===== config.mk =====
export PLATFORM = sky130hd
export DESIGN_NAME = pci_window_address_translate
export DESIGN_NICKNAME = d
export VERILOG_FILES = /design/src/rtl/core/pwat_pkg.sv /design/src/rtl/core/pci_window_address_translate.sv /design/src/rtl/core/pwat_win_table.sv
export SDC_FILE = /design/constraint.sdc
export NUM_CORES = 2
export LEC_CHECK = 0
export BUFFER_PORTS_ARGS = -buffer_cell sky130_fd_sc_hd__buf_2
export CAP_MARGIN = 5
export CORE_MARGIN = 8
export CORE_UTILIZATION = 36
export CTS_CLUSTER_SIZE = 20
export DETAILED_ROUTE_END_ITERATION = 16
export GPL_ROUTABILITY_DRIVEN = 0
export PLACE_DENSITY = 0.54
export SLEW_MARGIN = 30
export SYNTH_ARGS = -nofsm -noshare
export SYNTH_HDL_FRONTEND = slang
export SYNTH_HIERARCHICAL = 1
export SYNTH_SLANG_ARGS = --single-unit
export TNS_END_PERCENT = 10

===== constraint.sdc =====
create_clock -name clk -period 57.1 [get_ports clk]
set_clock_uncertainty 0.05 [all_clocks]
set_input_delay 8.565 -clock clk [delete_from_list [all_inputs] [get_ports clk]]
set_output_delay 8.565 -clock clk [all_outputs]
set_load 0.03 [all_outputs]

===== src/rtl/core/pwat_pkg.sv =====
`default_nettype none
package pwat_pkg;

	localparam int unsigned ADDR_W  = 64;
	localparam int unsigned COUNT_W = 4;
	localparam int unsigned PAGES_W = 53;

	localparam logic OP_LOAD  = 1'b0;
	localparam logic OP_XLATE = 1'b1;

	typedef struct packed {
		logic              opcode;
		logic [2:0]        entry_index;
		logic              entry_is_io;
		logic              entry_prefetch;
		logic [ADDR_W-1:0] entry_bus_base;
		logic [ADDR_W-1:0] entry_cpu_base;
		logic [ADDR_W-1:0] entry_length;
		logic              bar_is_io;
		logic [ADDR_W-1:0] bar_addr;
		logic [ADDR_W-1:0] bar_len;
	} in_item_t;

	typedef struct packed {
		logic               hit;
		logic [2:0]         window_number;
		logic [ADDR_W-1:0]  cpu_addr;
		logic               io_uncached;
		logic [PAGES_W-1:0] page_count;
	} out_item_t;

	typedef struct packed {
		logic              prefetch;
		logic              is_io;
		logic [ADDR_W-1:0] bus_base;
		logic [ADDR_W-1:0] cpu_base;
		logic [ADDR_W-1:0] length;
	} win_entry_t;

	typedef struct packed {
		logic              hit;
		logic              uncached;
		logic [ADDR_W-1:0] cpu_base;
		logic [ADDR_W-1:0] offset;
	} match_t;

	typedef enum logic [1:0] {
		ST_IDLE,
		ST_SEARCH,
		ST_DONE
	} state_t;

endpackage
`default_nettype wire


===== src/rtl/core/pci_window_address_translate.sv =====
`default_nettype none
// Bus address window translation.
// Input channel in_valid/in_ready carries in_data. A load item writes one
// window slot in the cycle it transfers and gives no result. A translate item
// searches windows 0 .. window_count-1 in order for the first window of the
// same type that fully contains the BAR and gives one result on the output
// channel out_valid/out_ready with out_data.
// The window table is a synchronous memory read one slot per cycle; the
// search pipeline checks one window per cycle behind a registered read.
// A translate goes from idle into the search, which issues the table reads
// in order and checks each read slot until the first hit or the last window,
// then into the done state (straight from idle when window_count is zero),
// where its result is registered as the block returns to idle and in_ready
// rises. A load leaves in_ready high.
// in_ready is high only while no translate is in progress. A finished result
// waits in the output register; a new item is taken while it waits, and the
// next translate holds its result until the receiver takes the earlier one.
// cfg_we writes window_count from cfg_wdata; counts above WINDOWS search
// WINDOWS slots. Reset clears window_count, the search state and out_valid;
// window slots hold unknown data until loaded.
module pci_window_address_translate #(
	parameter int unsigned WINDOWS    = 8,
	parameter int unsigned PAGE_SHIFT = 12
) (
	input  wire logic                         clk,
	input  wire logic                         arst_n,
	input  wire logic                         in_valid,
	output logic                              in_ready,
	input  wire pwat_pkg::in_item_t           in_data,
	output logic                              out_valid,
	input  wire logic                         out_ready,
	output pwat_pkg::out_item_t               out_data,
	input  wire logic                         cfg_we,
	input  wire logic [pwat_pkg::COUNT_W-1:0] cfg_wdata
);

	localparam int unsigned AW = (WINDOWS > 1) ? $clog2(WINDOWS) : 1;
	localparam int unsigned CW = $clog2(WINDOWS + 1);

	pwat_pkg::state_t state_q, state_d;

	logic [pwat_pkg::COUNT_W-1:0] wcount_q;
	logic [CW-1:0]                count_q;
	logic [CW-1:0]                count_d;
	logic [CW-1:0]                issue_q;
	logic                         chk_v_s1;
	logic                         chk_last_s1;
	logic [CW-1:0]                chk_idx_s1;

	logic                          bar_is_io_q;
	logic [pwat_pkg::ADDR_W-1:0]   bar_addr_q;
	logic [pwat_pkg::ADDR_W:0]     bar_end_q;
	logic [pwat_pkg::ADDR_W-1:0]   len_m1_q;

	logic                          hit_q;
	logic                          uncached_q;
	logic [CW-1:0]                 win_q;
	logic [pwat_pkg::ADDR_W-1:0]   cpu_base_q;
	logic [pwat_pkg::ADDR_W-1:0]   offset_q;

	logic                          out_valid_q;
	pwat_pkg::out_item_t           out_q;

	logic                          in_fire;
	logic                          load_fire;
	logic                          xlate_fire;
	logic                          rd_en;
	logic                          chk_hit;
	logic                          chk_miss_end;
	logic                          deliver;
	logic                          wr_en;
	pwat_pkg::win_entry_t          wr_data;
	pwat_pkg::match_t              match;
	logic [pwat_pkg::ADDR_W-1:0]   pages64;

	assign in_fire    = in_valid && in_ready;
	assign load_fire  = in_fire && (in_data.opcode == pwat_pkg::OP_LOAD);
	assign xlate_fire = in_fire && (in_data.opcode == pwat_pkg::OP_XLATE);
	assign wr_en      = load_fire && (int'(in_data.entry_index) < WINDOWS);

	always_comb begin
		wr_data.prefetch = in_data.entry_prefetch;
		wr_data.is_io    = in_data.entry_is_io;
		wr_data.bus_base = in_data.entry_bus_base;
		wr_data.cpu_base = in_data.entry_cpu_base;
		wr_data.length   = in_data.entry_length;
	end

	always_comb begin
		if (int'(wcount_q) > WINDOWS) begin
			count_d = CW'(WINDOWS);
		end else begin
			count_d = CW'(wcount_q);
		end
	end

	pwat_win_table #(
		.WINDOWS(WINDOWS)
	) u_table (
		.clk      (clk),
		.wr_en    (wr_en),
		.wr_addr  (AW'(in_data.entry_index)),
		.wr_data  (wr_data),
		.rd_en    (rd_en),
		.rd_addr  (issue_q[AW-1:0]),
		.bar_is_io(bar_is_io_q),
		.bar_addr (bar_addr_q),
		.bar_end  (bar_end_q),
		.match    (match)
	);

	assign chk_hit      = chk_v_s1 && match.hit;
	assign chk_miss_end = chk_v_s1 && !match.hit && chk_last_s1;
	assign deliver      = !out_valid_q || out_ready;

	always_comb begin
		state_d = state_q;
		case (state_q)
			pwat_pkg::ST_IDLE: begin
				if (xlate_fire) begin
					state_d = (count_d == '0) ? pwat_pkg::ST_DONE : pwat_pkg::ST_SEARCH;
				end
			end
			pwat_pkg::ST_SEARCH: begin
				if (chk_hit || chk_miss_end) begin
					state_d = pwat_pkg::ST_DONE;
				end
			end
			pwat_pkg::ST_DONE: begin
				if (deliver) begin
					state_d = pwat_pkg::ST_IDLE;
				end
			end
			default: state_d = pwat_pkg::ST_IDLE;
		endcase
	end

	always_comb begin
		in_ready = 1'b0;
		rd_en    = 1'b0;
		case (state_q)
			pwat_pkg::ST_IDLE:   in_ready = 1'b1;
			pwat_pkg::ST_SEARCH: rd_en = (issue_q < count_q) && !chk_hit;
			pwat_pkg::ST_DONE:   in_ready = 1'b0;
			default:             in_ready = 1'b0;
		endcase
	end

	always_ff @(posedge clk or negedge arst_n) begin
		if (!arst_n) begin
			state_q     <= pwat_pkg::ST_IDLE;
			wcount_q    <= '0;
			count_q     <= '0;
			issue_q     <= '0;
			chk_v_s1    <= 1'b0;
			chk_last_s1 <= 1'b0;
			hit_q       <= 1'b0;
			out_valid_q <= 1'b0;
		end else begin
			state_q <= state_d;
			if (cfg_we) begin
				wcount_q <= cfg_wdata;
			end
			chk_v_s1    <= rd_en;
			chk_last_s1 <= rd_en && ((issue_q + CW'(1)) == count_q);
			if (xlate_fire) begin
				count_q <= count_d;
				issue_q <= '0;
				hit_q   <= 1'b0;
			end else if (rd_en) begin
				issue_q <= issue_q + CW'(1);
			end
			if (chk_hit) begin
				hit_q <= 1'b1;
			end
			if (state_q == pwat_pkg::ST_DONE && deliver) begin
				out_valid_q <= 1'b1;
			end else if (out_ready) begin
				out_valid_q <= 1'b0;
			end
		end
	end

	// hold BAR and matched window for the result stage
	always_ff @(posedge clk) begin
		if (xlate_fire) begin
			bar_is_io_q <= in_data.bar_is_io;
			bar_addr_q  <= in_data.bar_addr;
			bar_end_q   <= {1'b0, in_data.bar_addr} + {1'b0, in_data.bar_len};
			len_m1_q    <= in_data.bar_len - pwat_pkg::ADDR_W'(1);
		end
		if (rd_en) begin
			chk_idx_s1 <= issue_q;
		end
		if (chk_hit) begin
			uncached_q <= match.uncached;
			win_q      <= chk_idx_s1;
			cpu_base_q <= match.cpu_base;
			offset_q   <= match.offset;
		end
	end

	assign pages64 = (len_m1_q >> PAGE_SHIFT) + pwat_pkg::ADDR_W'(1);

	always_ff @(posedge clk) begin
		if (state_q == pwat_pkg::ST_DONE && deliver) begin
			out_q.hit <= hit_q;
			if (hit_q) begin
				out_q.window_number <= 3'(win_q);
				out_q.cpu_addr      <= cpu_base_q + offset_q;
				out_q.io_uncached   <= uncached_q;
				out_q.page_count    <= pages64[pwat_pkg::PAGES_W-1:0];
			end else begin
				out_q.window_number <= '0;
				out_q.cpu_addr      <= '0;
				out_q.io_uncached   <= 1'b0;
				out_q.page_count    <= '0;
			end
		end
	end

	assign out_valid = out_valid_q;
	assign out_data  = out_q;

`ifndef SYNTHESIS
	a_result_from_done: assert property (@(posedge clk) disable iff (!arst_n)
		$rose(out_valid) |-> $past(state_q == pwat_pkg::ST_DONE))
		else $error("result appeared without a finished search");

	a_issue_bound: assert property (@(posedge clk) disable iff (!arst_n)
		state_q == pwat_pkg::ST_SEARCH |-> issue_q <= count_q)
		else $error("search read past the window count");

	a_miss_zero: assert property (@(posedge clk) disable iff (!arst_n)
		(out_valid && !out_data.hit) |-> (out_data.window_number == '0 &&
		out_data.cpu_addr == '0 && out_data.page_count == '0 && !out_data.io_uncached))
		else $error("miss result carries nonzero fields");

	a_hit_needs_check: assert property (@(posedge clk) disable iff (!arst_n)
		$rose(hit_q) |-> $past(chk_v_s1))
		else $error("hit recorded without a checked window");
`endif

endmodule
`default_nettype wire


===== src/rtl/core/pwat_win_table.sv =====
`default_nettype none
module pwat_win_table #(
	parameter int unsigned WINDOWS = 8,
	localparam int unsigned AW = (WINDOWS > 1) ? $clog2(WINDOWS) : 1
) (
	input  wire logic                        clk,
	input  wire logic                        wr_en,
	input  wire logic [AW-1:0]               wr_addr,
	input  wire pwat_pkg::win_entry_t        wr_data,
	input  wire logic                        rd_en,
	input  wire logic [AW-1:0]               rd_addr,
	input  wire logic                        bar_is_io,
	input  wire logic [pwat_pkg::ADDR_W-1:0] bar_addr,
	input  wire logic [pwat_pkg::ADDR_W:0]   bar_end,
	output pwat_pkg::match_t                 match
);

	pwat_pkg::win_entry_t mem_q [WINDOWS];
	pwat_pkg::win_entry_t rd_q;
	logic [pwat_pkg::ADDR_W:0] win_end;

	always_ff @(posedge clk) begin
		if (wr_en) begin
			mem_q[wr_addr] <= wr_data;
		end
	end

	always_ff @(posedge clk) begin
		if (rd_en) begin
			rd_q <= mem_q[rd_addr];
		end
	end

	assign win_end = {1'b0, rd_q.bus_base} + {1'b0, rd_q.length};

	always_comb begin
		match.hit      = (rd_q.is_io == bar_is_io) && (rd_q.bus_base <= bar_addr)
		                 && (win_end >= bar_end);
		match.uncached = ~rd_q.prefetch;
		match.cpu_base = rd_q.cpu_base;
		match.offset   = bar_addr - rd_q.bus_base;
	end

endmodule
`default_nettype wire

---- Yosys cells after proc, flatten, opt, wreduce, memory -nomap -nowiden ----
Memory sizes are Yosys's and may differ from the RTL's. A register that Yosys moved wholly into a read port is not among the register bits.
Index checks and enable logic that the tools add are counted.
cells by class
  $lt $le $gt $ge ......................... 4
  add/sub/neg operators ................... 7
  bitwise logic cells ..................... 2
  equal/unequal tests ..................... 7
  multiplexer cells ....................... 16
  reduce and logical (&&, ||, !) cells .... 22
operators with widths
  kind                                                   count
  adder 64 x 64 -> 65 bit                                2
  >= comparator 65 bit                                   1
  adder 64 bit                                           1
  less-or-equal comparator 64 bit                        1
  subtractor 64 x 1 -> 64 bit (second input constant)    1
  subtractor 64 bit                                      1
  adder 52 x 1 -> 53 bit (second input constant)         1
  2-to-1 mux 4 bit                                       3
  logical AND 1 bit                                      11
  2-to-1 mux 1 bit                                       8
  2-to-1 mux 2 bit                                       4
  inequality test 2 bit (second input constant)          3
  one-hot mux 2 bit (3 select lines)                     1
  nonzero test 2 bit                                     3
  adder 4 x 1 -> 4 bit (second input constant)           1
  equality test 4 bit                                    1
  greater-than comparator 4 bit (second input constant)  1
  logical NOT 4 bit                                      1
  less-than comparator 4 bit                             1
  logical NOT 1 bit                                      3
  AND reduction 3 bit                                    1
  equality test 2 x 1 -> 1 bit (second input constant)   1
  equality test 2 bit (second input constant)            1
  logical NOT 2 bit                                      1
  other kinds (3)                                        5
storage, ports and cells
  input port bits ......................... 336
  bits in writable memories ............... 1552
  memories kept ........................... 1
  output and inout port bits .............. 124
  logic and storage cells ................. 81
  flip-flop bits (word level) ............. 469
memory list
  name           words  width  read ports  clocked after memory_dff  write ports  RTL line              text
  u_table.mem_q  8      194    1           1                         1            pwat_win_table.sv:18  pwat_pkg::win_entry_t mem_q [WINDOWS];

---- Depth between registers and ports, before layout ----
  depth after elaboration ................. 9
  depth in mapped cells ................... 26

---- Cells and area by module ----
The synthesis kept the hierarchy.
by module, submodules not included
  module                        area each (um^2)  instances  cells each  sequential area each (um^2)
  pwat_win_table                74208.7           1          3999        52430.3
  pci_window_address_translate  23815.3           1          2039        13633.1

---- Least setup slack after synthesis ----
No wires, ideal clock.
  path type ............................... register to register
  start ................................... register, netlist name u_table/rd_q[128]
  end ..................................... register chk_v_s1
  required time ........................... 53819 ps
  path buffers ............................ 0
  cell stages (with the launch flop) ...... 23
  library setup time ...................... 3231 ps
  period minus slack after synthesis ...... 39607 ps
  path slack .............................. 17493 ps
  arrival time ............................ 36326 ps
  cells stage by stage .................... edfxtp_1 -> ha_1 -> fa_1 -> a211oi_2 -> o21ai_2 -> o2111ai_2 -> nand2_1 -> a21o_1 -> a21oi_1 -> o21a_1 -> xnor2_1 -> ha_1 -> a21o_1 -> a21o_1 -> a21oi_1 -> o21ai_0 -> a221oi_1 -> nor4_1 -> o311a_1 -> a2111oi_0 -> a211oi_1 -> and2_1 -> a2111oi_0
RTL lines
  item                    RTL line                             text
  end signal: assignment  pci_window_address_translate.sv:164  chk_v_s1 <= rd_en;
  end: declaration        pci_window_address_translate.sv:46   logic chk_v_s1;

---- Worst setup path after layout ----
  start ................................... input port in_data[0] (netlist bit)
  end ..................................... register bar_end_q[64] (netlist bit) (data pin)
on the way
  longest elaborated chain between the ends .. 1
ends and longest elaborated chain
  item                     RTL line                             text
  start: declaration       pci_window_address_translate.sv:29   input wire pwat_pkg::in_item_t in_data,
  adder 64 x 64 -> 65 bit  pci_window_address_translate.sv:189  bar_end_q <= {1'b0, in_data.bar_addr} + {1'b0, in_data.bar_len};
  end signal: assignment   pci_window_address_translate.sv:189
  end: declaration         pci_window_address_translate.sv:52   logic [pwat_pkg::ADDR_W:0] bar_end_q;
Every way passes these cells.
A chain may end at the register's enable or synchronous reset.

==> run_results.csv <==
group,metric,value,unit
synth,yosysWarnings,6,
worst_setup_path,worst_path_largest_cell_delay,730,ps
synth,synth_area,0.0980,mm2
power,powerDensity,51.6,mW/mm2
synth,synth.top_cells.by_area,"sky130_fd_sc_hd__edfxtp_1, sky130_fd_sc_hd__mux4_2, sky130_fd_sc_hd__ha_1, sky130_fd_sc_hd__mux2_2, sky130_fd_sc_hd__a21oi_1",
hold_path,holdCritPathClass,"flip-flop to flip-flop",
synth,synth_enable_flop_cells,2185,
sta,finalSetupViolations,0,
cells_and_area,syn_to_final_growth,14.4,%
placed_design,count_of_buffers_from_port_buffering,459,
global_routing,grt_util_all_layers,18.5,%
global_routing,grt_first_pass_wirelength,394000,um
run_status,status,"complete, no violations",
synth,synthMostInstantiatedCell,"sky130_fd_sc_hd__edfxtp_1",
clocking,tritoncts,"yes",
synth,synth.top_cell.area_share,66.9,%
clocking,cts-hold-fix-buffers,0,
global_routing,grt_antenna_before_repair,149,
worst_setup_path,worst-path-buf-inv,1,
sta,final-hold-violation-count,0,
worst_setup_path,timing.setup.critical_path_class,"input pin to flip-flop",
cells_and_area,drive_above_1_share,22.8,%
clocking,clock_latency,910,ps
floorplan,floorplan.io_pins,460,
global_routing,grt_start_max_net_pins,123,
clocking,clockBufferDepth,4,
worst_setup_path,cp_cell_instances,"buf_2 > ha_1 > fa_1 > a211oi_1 > o21ai_0 > nand4_1 > nand3_1 > o21ai_1 > o22ai_1 > o211ai_1 > a31oi_1 > a221o_1",
synth,ys_dominant_reg_cell,"sky130_fd_sc_hd__edfxtp_1",
placed_design,place_area,0.104,mm2
synth,synthDominantAreaCellType,"sky130_fd_sc_hd__edfxtp_1",
worst_setup_path,setup.worst_path.start_class,"input pin",
route,routedWlPerCell,26.7,um
sta,worst-slew-pin-transition,1210,ps
clocking,ctsResizeCount,0,
power,static-leakage-power,38.4,nW
synth,seq_area_frac_synth,67.4,%
synth,synthDistinctLibCells,101,
route,postRouteAntennaNets,0,
clocking,worst_setup_hold_path_clk_slew,60,ps
worst_setup_path,cp-end-kind,"flip-flop",
placed_design,dpl.hpwl,193000,um
global_routing,globalRoute.totalOverflow,0,
synth,synthArstFlopShare,0.817,%
global_routing,vias_in_the_first_global_route,55037,
synth,synthesis.instances,6038,
cells_and_area,fin_area,0.112,mm2
floorplan,die_width,538,um
route,avgViaCountPerCell,5.41,
run,max_cap_viol_count,0,
worst_setup_path,worst_ep_required_time,57640,ps
worst_setup_path,path_delay_family,"compound AO/OA/AOI/OAI gates",
power,vdd_drop_max,62.8,uV
sta,grt_setup_unrepaired,"no",
worst_setup_path,worstPathArrival,12540,ps
clocking,clock_tree.root_cell,"sky130_fd_sc_hd__clkbuf_16",
floorplan,initial_utilization,36.2,%
floorplan,design.die.area,0.289,mm2
synth,ys_ff_latch,2203,
synth,ys_top_cells_by_count,"sky130_fd_sc_hd__edfxtp_1, sky130_fd_sc_hd__mux4_2, sky130_fd_sc_hd__a21oi_1",
sta,timing.fmax,83.3,MHz
worst_setup_path,crit_slowest_cell,"sky130_fd_sc_hd__o21ai_1",
clocking,cts-buffers-inserted,244,
route,number_of_search_and_repair_iterations_in_the_first_detailed_routing_pass,8,
floorplan,die_height,538,um
sta,slew_headroom,18.9,%
floorplan,coreArea,0.271,mm2
cells_and_area,utilization,41.4,%
worst_setup_path,worstPathMaxFanout,4,
route,post_detailed_routing_wire_length,276000,um
clocking,clock_sinks,2203,
route,post-route-drc-count,0,
synth,synth_nets,6704,
route,drt_first_iter_violations,5011,
clocking,cts_post_setup_buffers_inserted,0,
synth,synth_area_per_cell,16.2,um2
sta,finalCriticalPeriod,12000,ps
floorplan,row_count,191,
clocking,cts_max_level,4,
sta,final_max_tran_viols,0,
cells_and_area,nets,7186,
sta,setup_tns,0,ps
route,dr_total_vias,55937,
sta,period_share,21.0,%
[final cells by class]
class	instances	area [um2]
fillers	24495	159000
flip-flops and latches	2203	66100
multi-input cells	3330	29800
clock buffers	302	6410
well taps	3570	4470
repair buffers	534	3050
clock inverters	132	1420
inverters	207	787
diodes	53	133
[state kept, by name (all words and copies together), names as in the netlist, 3 cells and up]
name,count
len_m1_q,52
win_q,3
bar_addr_q,64
out_data,122
chk_idx_s1,3
u_table/rd_q,130
cpu_base_q,64
offset_q,64
wcount_q,4
u_table/mem_q,1552
u_table/match,64
bar_end_q,65
count_q,4
issue_q,4
[cells by family after synthesis]
group                      after synthesis  share of synthesized area [%]
DFF                                   2203                           67.4
and+or+nand+nor                       1079                           5.51
AOI/OAI and AO/OA                     1018                           6.56
muxes                                  592                           11.3
buffers and inverters                  505                           2.26
adders and majority gates              330                           4.24
xor gates and xnor gates               311                           2.78
[power by group]
group	internal (mW)	switching, mW
logic	0.853	1.25
registers	2.04	0.0986
clock network	0.906	0.639
total	3.80	1.98
[final timing paths]
kind                                    from               end  slack, ps  cells after the start
max reg2reg                  u_table/rd_q[0]  u_table/rd_q[12]      48590                     22
min                        u_table/match[79]    cpu_base_q[15]        330                      0
min reg2reg                u_table/match[79]    cpu_base_q[15]        330                      0
max                               in_data[0]     bar_end_q[64]      45100                     12
min in group asynchronous             arst_n        issue_q[0]       7640                      1
max in group asynchronous             arst_n        issue_q[1]      49000                      1
[through the flow]
step           hold WS [ps]  worst slack, ps  power [mW]  std cells
4_1_cts                 336            45340        5.85      10274
3_5_place_dp            355            44460        4.27       9840
5_1_grt                 354            44910        6.10      10305
2_1_floorplan           350            17490        3.85       6038
6_report                333            45100        5.79      10331
3_3_place_gp            353            44420        4.26       9838
[layout by cell type (no fill, tap or decap), drive strengths merged, types with 53 or more instances in the layout]
| cell type | n |
|---|---|
| xor2 | 151 |
| o21ai | 214 |
| edfxtp | 2185 |
| nand4 | 101 |
| clkbuf | 302 |
| nor2 | 291 |
| ha | 326 |
| mux4 | 388 |
| nor3 | 71 |
| nand3 | 87 |
| o21bai | 61 |
| mux2 | 200 |
| inv | 218 |
| a21oi | 345 |
| nand2 | 260 |
| xnor2 | 160 |
| a21o | 152 |
| buf | 534 |
| diode | 53 |
| clkinv | 87 |
[metal layers]
metal | part of all wire (%) | up-vias | track usage, %
li1 | - | 24807 | -
met1 | 42 | 28458 | 25.2
met2 | 47 | 2088 | 29.6
met3 | 7.8 | 510 | 4.44
met4 | 2.7 | 74 | 5.48
met5 | 0.18 | - | 0
Note: power is estimated with default switching activity, not from simulation.
